**config.mk**
```make
export PLATFORM = sky130hd
export DESIGN_NAME = sae_ctrl
export DESIGN_NICKNAME = d
export VERILOG_FILES = /design/src/sae_pkg.sv /design/src/sae_ctrl.sv
export SDC_FILE = /design/constraint.sdc
export NUM_CORES = 1
export LEC_CHECK = 0
export BUFFER_PORTS_ARGS = -buffer_cell sky130_fd_sc_hd__buf_2
export CORE_UTILIZATION = 54
export DETAILED_ROUTE_END_ITERATION = 10
export GPL_ROUTABILITY_DRIVEN = 0
export PLACE_DENSITY = 0.87
export SETUP_SLACK_MARGIN = 0.5
export SLEW_MARGIN = 20
export SYNTH_ARGS = -nofsm -noshare
export SYNTH_HDL_FRONTEND = slang
export SYNTH_SLANG_ARGS = --single-unit
```
**constraint.sdc**
```tcl
create_clock -name clk -period 1.8 [get_ports clk]
set_input_delay 0.09 -clock clk [delete_from_list [all_inputs] [get_ports clk]]
set_output_delay 0.09 -clock clk [all_outputs]
set_load 0.01 [all_outputs]
```
**src/sae_pkg.sv**
```systemverilog
// shared constants, types and command codes for the suffix automaton engine
package sae_pkg;

	localparam int MAX_TEXT  = 4096;
	localparam int ALPHABET  = 26;
	localparam int STATE_CAP = 2 * MAX_TEXT;
	localparam int SW        = $clog2(STATE_CAP);      // state index
	localparam int TW        = $clog2(STATE_CAP + 1);  // state total
	localparam int LW        = $clog2(MAX_TEXT + 1);   // length and count
	localparam int SYMW      = 5;
	localparam int KW        = $clog2(ALPHABET + 1);
	localparam int TR_DEPTH  = STATE_CAP * (2 ** SYMW);
	localparam int H_DEPTH   = MAX_TEXT + 1;
	localparam int HAW       = $clog2(H_DEPTH);
	localparam int RW        = 24;
	localparam int OPW       = 3;

	typedef enum logic [OPW-1:0] {
		OP_CLEAR    = 3'd0,
		OP_APPEND   = 3'd1,
		OP_FINALIZE = 3'd2,
		OP_DISTINCT = 3'd3,
		OP_QUERY    = 3'd4
	} op_t;

	typedef enum logic [5:0] {
		CMD_NOP, CMD_ACCEPT, CMD_CLR_ZERO, CMD_APP_CHK, CMD_APP_ZERO,
		CMD_W_RD, CMD_W_EVAL, CMD_W_LEN, CMD_COPY, CMD_R_RD, CMD_R_EVAL,
		CMD_LINK_Q, CMD_LINK_CUR, CMD_F_HCLR, CMD_F_A_RD, CMD_F_A_HRD,
		CMD_F_A_HWR, CMD_F_P_RD, CMD_F_P_WR, CMD_F_S_RD, CMD_F_S_HRD,
		CMD_F_S_WR, CMD_F_U_RD, CMD_F_U_EVAL, CMD_F_U_OCC, CMD_F_U_WR,
		CMD_D_CHK, CMD_D_RD, CMD_D_LINK, CMD_D_ADD, CMD_Q_STEP, CMD_Q_EVAL,
		CMD_Q_OCC, CMD_Q_DONE, CMD_RESP
	} cmd_t;

	typedef enum logic [5:0] {
		ST_INIT, ST_IDLE, ST_CLR, ST_APP_CHK, ST_APP_ZERO, ST_W1, ST_W2, ST_W3,
		ST_COPY, ST_R1, ST_R2, ST_FIN1, ST_FIN2, ST_F_HCLR, ST_F_A1, ST_F_A2,
		ST_F_A3, ST_F_P1, ST_F_P2, ST_F_S1, ST_F_S2, ST_F_S3, ST_F_U1, ST_F_U2,
		ST_F_U3, ST_F_U4, ST_D_CHK, ST_D1, ST_D2, ST_D3, ST_Q1, ST_Q2, ST_Q3,
		ST_Q4, ST_RESP
	} state_t;

	typedef struct packed {
		logic k_last;
		logic copy_done;
		logic sym_bad;
		logic full;
		logic t_zero;
		logic p_zero;
		logic solid;
		logic hit;
		logic at_top;
		logic last_tot;
		logic v_zero;
		logic u_last;
		logic missed;
		logic last;
		logic out_free;
	} dp_status_t;

endpackage

```
**src/sae_ctrl.sv**
```systemverilog
// controller state machine sequencing clear, append, finalize, distinct and query
module sae_ctrl (
	input  logic                   clk,
	input  logic                   arst_n,
	input  logic                   in_valid,
	output logic                   in_stall,
	input  logic [sae_pkg::OPW-1:0] operation,
	input  sae_pkg::dp_status_t    st,
	output sae_pkg::cmd_t          cmd
);

	sae_pkg::state_t state_q, state_d;

	always_ff @(posedge clk or negedge arst_n) begin
		if (!arst_n) begin
			state_q <= sae_pkg::ST_INIT;
		end else begin
			state_q <= state_d;
		end
	end

	always_comb begin
		state_d  = state_q;
		cmd      = sae_pkg::CMD_NOP;
		in_stall = 1'b1;
		case (state_q)
			sae_pkg::ST_INIT: begin
				cmd = sae_pkg::CMD_CLR_ZERO;
				if (st.k_last) state_d = sae_pkg::ST_IDLE;
			end
			sae_pkg::ST_IDLE: begin
				in_stall = 1'b0;
				if (in_valid) begin
					cmd = sae_pkg::CMD_ACCEPT;
					case (operation)
						sae_pkg::OP_CLEAR:    state_d = sae_pkg::ST_CLR;
						sae_pkg::OP_APPEND:   state_d = sae_pkg::ST_APP_CHK;
						sae_pkg::OP_FINALIZE: state_d = sae_pkg::ST_F_HCLR;
						sae_pkg::OP_DISTINCT: state_d = sae_pkg::ST_D_CHK;
						sae_pkg::OP_QUERY:    state_d = sae_pkg::ST_Q1;
						default:              state_d = sae_pkg::ST_IDLE;
					endcase
				end
			end
			sae_pkg::ST_CLR: begin
				cmd = sae_pkg::CMD_CLR_ZERO;
				if (st.k_last) state_d = sae_pkg::ST_RESP;
			end
			sae_pkg::ST_APP_CHK: begin
				cmd = sae_pkg::CMD_APP_CHK;
				state_d = (st.sym_bad || st.full) ? sae_pkg::ST_RESP : sae_pkg::ST_APP_ZERO;
			end
			sae_pkg::ST_APP_ZERO: begin
				cmd = sae_pkg::CMD_APP_ZERO;
				if (st.k_last) state_d = sae_pkg::ST_W1;
			end
			sae_pkg::ST_W1: begin
				cmd = sae_pkg::CMD_W_RD;
				state_d = sae_pkg::ST_W2;
			end
			sae_pkg::ST_W2: begin
				cmd = sae_pkg::CMD_W_EVAL;
				if (!st.t_zero) state_d = sae_pkg::ST_W3;
				else if (st.p_zero) state_d = sae_pkg::ST_RESP;
				else state_d = sae_pkg::ST_W1;
			end
			sae_pkg::ST_W3: begin
				cmd = sae_pkg::CMD_W_LEN;
				state_d = st.solid ? sae_pkg::ST_RESP : sae_pkg::ST_COPY;
			end
			sae_pkg::ST_COPY: begin
				cmd = sae_pkg::CMD_COPY;
				if (st.copy_done) state_d = sae_pkg::ST_R1;
			end
			sae_pkg::ST_R1: begin
				cmd = sae_pkg::CMD_R_RD;
				state_d = sae_pkg::ST_R2;
			end
			sae_pkg::ST_R2: begin
				cmd = sae_pkg::CMD_R_EVAL;
				state_d = (st.hit && !st.p_zero) ? sae_pkg::ST_R1 : sae_pkg::ST_FIN1;
			end
			sae_pkg::ST_FIN1: begin
				cmd = sae_pkg::CMD_LINK_Q;
				state_d = sae_pkg::ST_FIN2;
			end
			sae_pkg::ST_FIN2: begin
				cmd = sae_pkg::CMD_LINK_CUR;
				state_d = sae_pkg::ST_RESP;
			end
			sae_pkg::ST_F_HCLR: begin
				cmd = sae_pkg::CMD_F_HCLR;
				if (st.at_top) state_d = sae_pkg::ST_F_A1;
			end
			sae_pkg::ST_F_A1: begin
				cmd = sae_pkg::CMD_F_A_RD;
				state_d = sae_pkg::ST_F_A2;
			end
			sae_pkg::ST_F_A2: begin
				cmd = sae_pkg::CMD_F_A_HRD;
				state_d = sae_pkg::ST_F_A3;
			end
			sae_pkg::ST_F_A3: begin
				cmd = sae_pkg::CMD_F_A_HWR;
				state_d = st.last_tot ? sae_pkg::ST_F_P1 : sae_pkg::ST_F_A1;
			end
			sae_pkg::ST_F_P1: begin
				cmd = sae_pkg::CMD_F_P_RD;
				state_d = sae_pkg::ST_F_P2;
			end
			sae_pkg::ST_F_P2: begin
				cmd = sae_pkg::CMD_F_P_WR;
				state_d = st.at_top ? sae_pkg::ST_F_S1 : sae_pkg::ST_F_P1;
			end
			sae_pkg::ST_F_S1: begin
				cmd = sae_pkg::CMD_F_S_RD;
				state_d = sae_pkg::ST_F_S2;
			end
			sae_pkg::ST_F_S2: begin
				cmd = sae_pkg::CMD_F_S_HRD;
				state_d = sae_pkg::ST_F_S3;
			end
			sae_pkg::ST_F_S3: begin
				cmd = sae_pkg::CMD_F_S_WR;
				state_d = st.last_tot ? sae_pkg::ST_F_U1 : sae_pkg::ST_F_S1;
			end
			sae_pkg::ST_F_U1: begin
				cmd = sae_pkg::CMD_F_U_RD;
				state_d = sae_pkg::ST_F_U2;
			end
			sae_pkg::ST_F_U2: begin
				cmd = sae_pkg::CMD_F_U_EVAL;
				if (!st.v_zero) state_d = sae_pkg::ST_F_U3;
				else state_d = st.u_last ? sae_pkg::ST_RESP : sae_pkg::ST_F_U1;
			end
			sae_pkg::ST_F_U3: begin
				cmd = sae_pkg::CMD_F_U_OCC;
				state_d = sae_pkg::ST_F_U4;
			end
			sae_pkg::ST_F_U4: begin
				cmd = sae_pkg::CMD_F_U_WR;
				state_d = st.u_last ? sae_pkg::ST_RESP : sae_pkg::ST_F_U1;
			end
			sae_pkg::ST_D_CHK: begin
				cmd = sae_pkg::CMD_D_CHK;
				state_d = st.last_tot ? sae_pkg::ST_RESP : sae_pkg::ST_D1;
			end
			sae_pkg::ST_D1: begin
				cmd = sae_pkg::CMD_D_RD;
				state_d = sae_pkg::ST_D2;
			end
			sae_pkg::ST_D2: begin
				cmd = sae_pkg::CMD_D_LINK;
				state_d = sae_pkg::ST_D3;
			end
			sae_pkg::ST_D3: begin
				cmd = sae_pkg::CMD_D_ADD;
				state_d = sae_pkg::ST_D_CHK;
			end
			sae_pkg::ST_Q1: begin
				cmd = sae_pkg::CMD_Q_STEP;
				state_d = (!st.missed && !st.sym_bad) ? sae_pkg::ST_Q2 : sae_pkg::ST_Q3;
			end
			sae_pkg::ST_Q2: begin
				cmd = sae_pkg::CMD_Q_EVAL;
				state_d = sae_pkg::ST_Q3;
			end
			sae_pkg::ST_Q3: begin
				cmd = sae_pkg::CMD_Q_OCC;
				state_d = st.last ? sae_pkg::ST_Q4 : sae_pkg::ST_IDLE;
			end
			sae_pkg::ST_Q4: begin
				cmd = sae_pkg::CMD_Q_DONE;
				state_d = sae_pkg::ST_RESP;
			end
			sae_pkg::ST_RESP: begin
				if (st.out_free) begin
					cmd = sae_pkg::CMD_RESP;
					state_d = sae_pkg::ST_IDLE;
				end
			end
			default: state_d = sae_pkg::ST_INIT;
		endcase
	end

endmodule

```
==> out/metrics.yaml, run 1 <==
clocking:
  cts_buffers: 3
  clockBufferDepth: 2
  cts_root_buf: "clkbuf_4"
  cts_sinks: 6
  htreeDepth: 1
yosys:
  async_flop_share_pct: 100.0
  ys_seq_area_share_pct: 12.74
  syn_nets: 187
  yosysMostFrequentCell: "nor2_1"
  ys_ff_latch: 6
  synth.area.top_cells: "dfrtp_1 13%, nor2_1 5.4%, o211ai_1 4.5%, nand3_1 3.8%, nor3_1 3.8%"
  yosysTopAreaCellShare_pct: 12.74
  synth_largest_area_cell: "dfrtp_1"
  syn_avg_cell_area_sq_um: 7.100
  synth-edff-count: 0
  synth_common_cells: "17 x nor2_1, 12 x nand2_1, 9 x nand3_1, 9 x nor3_1, 8 x buf_2"
  syn_inst: 166
  ys_warn_count: 0
  synthesis.area_sq_mm: 0.001179
  yosysUniqueCellTypes: 53
  synthFlopType: "dfrtp_1"
global_route:
  grt_max_degree: 25
place:
  port_buffers: 27
  dp_hpwl_um: 3085
  placed_cells: 229
floorplan:
  fp.dieW_um: 48.72
  die_h_um: 48.72
  start_util_pct: 58.87
  io_pins: 28
  rows: 16
outcome:
  lastStage: "global routing (5_1_grt)"
  status: "stopped before the end"
  tool.error: "[ERROR DPL-0038] Utilization greater than 100%, impossible to legalize"
sta:
  crit_endpoint: "cmd[0]"
  worst-ep-kind: "top-level output"
[per-stage QoR]
step / utilization [%] / area, sq um / hold WS, ns / worst slack, ns
after floorplan: - / 1212 / -0.2056 / 0.2473
after global placement: 73.81 / 1478 / -0.08164 / 0.03899
after detailed placement: 73.81 / 1478 / -0.08101 / -0.01422
after CTS: 88.50 / 1772 / 0.2080 / 0.05536
[cells by family after synthesis]
family | Yosys count | share of synthesized area, %
simple gates | 86 | 42.25
flops | 6 | 12.74
buf+inv | 20 | 9.766
compound gates | 50 | 32.27
xor+xnor | 4 | 2.973
[what timing repair did]
item,4_1_cts
gates resized for setup,32
endpoints found under the setup margin,13
endpoints found under the hold margin,6
pin swaps,16
buffers inserted,15
hold buffers,1
==> run 2: changes to the inputs <==
--- a/config.mk
+++ b/config.mk
@@ -6,11 +6,11 @@
 export NUM_CORES = 1
 export LEC_CHECK = 0
 export BUFFER_PORTS_ARGS = -buffer_cell sky130_fd_sc_hd__buf_2
-export CORE_UTILIZATION = 54
+export CORE_AREA = 2 2 63 65
 export DETAILED_ROUTE_END_ITERATION = 10
+export DIE_AREA = 0 0 65 67
 export GPL_ROUTABILITY_DRIVEN = 0
-export PLACE_DENSITY = 0.87
-export SETUP_SLACK_MARGIN = 0.5
+export PLACE_DENSITY_LB_ADDON = 0.15
 export SLEW_MARGIN = 20
 export SYNTH_ARGS = -nofsm -noshare
 export SYNTH_HDL_FRONTEND = slang
==> run 2 against run 1 <==
  * The flow now finishes, with violations (negative setup slack)
  * Synthesized cell count is the same
  * Area after synthesis is the same
==> out/metrics.yaml, run 2 <==
outcome:
  status: "finished, violations left"
  violations: "negative setup slack"
critical_path:
  crit_fanout: 8
  slowest_stage: "dfrtp_4"
  worstSetupEndpointType: "register"
  cp.required_ns: 1.90
  cp_cell_sequence: "clkbuf_4 -> buf_4 -> a22oi_1 -> o22ai_2 -> nor4_2 -> o21ai_2"
  worstSetupPathType: "register to register"
  critPathBufInv: 2
  crit_path_max_incr_delay_ns: 0.53
  cp_data_arrival_time_ns: 1.94
  path_delay_family: "flip-flops"
  start_kind: "register"
yosys:
  syn_inst: 166
  synth-edff-count: 0
  async_flop_share_pct: 100.0
  syn_avg_cell_area_sq_um: 7.100
  ys_seq_area_share_pct: 12.74
  syn_nets: 187
  yosysUniqueCellTypes: 53
  ys_warn_count: 0
  yosysTopAreaCellShare_pct: 12.74
  synthFlopType: "dfrtp_1"
  synth_largest_area_cell: "dfrtp_1"
  synth_common_cells: "17 x nor2_1, 12 x nand2_1, 9 x nand3_1, 9 x nor3_1, 8 x buf_2"
  ys_ff_latch: 6
  yosysMostFrequentCell: "nor2_1"
  synthesis.area_sq_mm: 0.001179
  synth.area.top_cells: "dfrtp_1 13%, nor2_1 5.4%, o211ai_1 4.5%, nand3_1 3.8%, nor3_1 3.8%"
floorplan:
  io_pins: 28
  die_area_sq_mm: 0.004355
  die_h_um: 67
  start_util_pct: 32.69
  rows: 22
  core_sq_mm: 0.003606
  fp.dieW_um: 65
final_layout:
  seqCellArea_sq_um: 157.7
  largest_reg_flops: 6
  drive_above_1_share_pct: 47.60
  layout_common_cells: "41 x buf_4, 27 x buf_2, 15 x nor2_1"
  fillCellCount: 364
  final_common_cell: "buf_4"
  area_growth_pct: 56.05
  multi_input_area_sq_mm: 0.001010
  nets: 252
  diodes: 0
  largest_registers: "state_q x6"
  regMostFlops: "state_q"
power_and_ir_drop:
  peakVddDrop_uv: 674.3
  power.leakage_nw: 0.7921
  finalPower_mw: 2.960
  power.density_mw_per_mm2: 1609
clocking:
  cts_buffers: 3
  clkTransAtPathRegs_ns: 0.04
  clockBufferDepth: 2
  htreeDepth: 1
  clock_latency_ns: 0.22
  cts_tree: "done"
  cts_sinks: 6
  cts_root_buf: "clkbuf_8"
sta:
  slew_violations: 0
  fmax_ghz: 0.5426
  tns_ns: -0.1052
  relSlewSlack_pct: 75.12
  hold_viol: 0
  setup_viol: 6
  min_period_ns: 1.843
  rsz0062_at_grt: "true"
  min_period_over_period_pct: 102.4
  worst_slack_ns: -0.04289
  finClkSkew_ns: 0.003120
  tightest_slew_ns: 0.3704
global_route:
  use_met2_pct: 35.44
  grt_use_total_pct: 21.22
  grt_pass1_vias: 1489
  grtUsageMet1_pct: 29.66
  busiest_layer: "met2"
  grt_first_pass_wirelength_um: 7134
  grt_max_degree: 30
  antenna_found_initial: 0
  gr-usage-met3_pct: 1.858
  overflow: 0
place:
  port_buffers: 27
  dp_hpwl_um: 3358
drt:
  wl_um: 4675
  via_count: 1572
  dr.first_iter.drc_count: 90
  firstDrtPassIters: 4
  ant_nets: 0
  drc: 0
  viasPerCell: 5.675
  wl_per_cell_um: 16.88
hold_path:
  worst_hold_path_type: "primary input to async pin"
run:
  max_cap_violations: 0
-- run 2: cell counts after synthesis --
Identical to the previous run, type by type.
-- run 2: final timing paths --
path / from / endpoint / slack (ns) / cells after the start
min in group clk: operation[1] / state_q[3] / 0.26 / 3
min reg2reg: state_q[0] / state_q[0] / 0.74 / 2
max in group asynchronous: arst_n / state_q[3] / 1.41 / 2
max: state_q[3] / state_q[5] / -0.04 / 6
min: arst_n / state_q[5] / 0.23 / 2
max reg2reg: state_q[3] / state_q[5] / -0.04 / 6
-- run 2: metrics by stage --
step                setup slack (ns)  cells  hold WS (ns)  cell area, sq um  util, %
global placement             -0.1814    257      -0.07686              1535    42.57
detailed placement           -0.1071    257      -0.07709              1535    42.57
finish                      -0.04289    277        0.2260              1839    51.01
CTS                          0.01352    262        0.2276              1622    44.97
floorplan                     0.2344    166       -0.2056              1179        -
global route                 -0.1010    277        0.2491              1839    51.01
-- run 2: metal layers --
metal  part of all wire (%)  wire length [um]
met3                    6.5               303
met2                     47              2219
met5                      0                 0
met4                    1.5                69
met1                     45              2082
-- run 2: repair_timing --
item                                    4_1_cts  5_1_grt
endpoints found under the setup margin       10        9
hold endpoints to repair                      6        0
hold buffers                                  1        0
buffers inserted                              1       15
gates resized for setup                       6       22
pin swaps                                     1        9
gates cloned                                  0        1
-- run 2: worst register-to-register path, cell delays in order, from the launching register on --
cell and delay (ns):
dfrtp_4 0.53, clkbuf_4 0.20, buf_4 0.14, a22oi_1 0.20, o22ai_2 0.14, nor4_2 0.40, o21ai_2 0.09
-- run 2: final cells by class --
class	count	share of cell area (%)
Timing Repair Buffer	75	30.00
Clock buffer	3	2.245
Tap cell	48	3.265
Inverter	5	1.020
Sequential cell	6	8.571
Multi-Input combinational cell	140	54.90
-- run 2: cell families (layout without fill, tap and decap cells) --
| group | count (synthesis) | in the layout | share of synthesized area, % |
|---|---|---|---|
| buf+inv | 20 | 83 | 9.766 |
| simple gates | 86 | 86 | 42.25 |
| xor+xnor | 4 | 4 | 2.973 |
| compound gates | 50 | 50 | 32.27 |
| flops | 6 | 6 | 12.74 |
-- run 2: power breakdown --
group	internal, mW	switching, mW
logic	1.23	1.25
clock network	0.144	0.0569
registers	0.197	0.0834
total	1.57	1.39
Note: power is estimated with default switching activity, not from simulation.
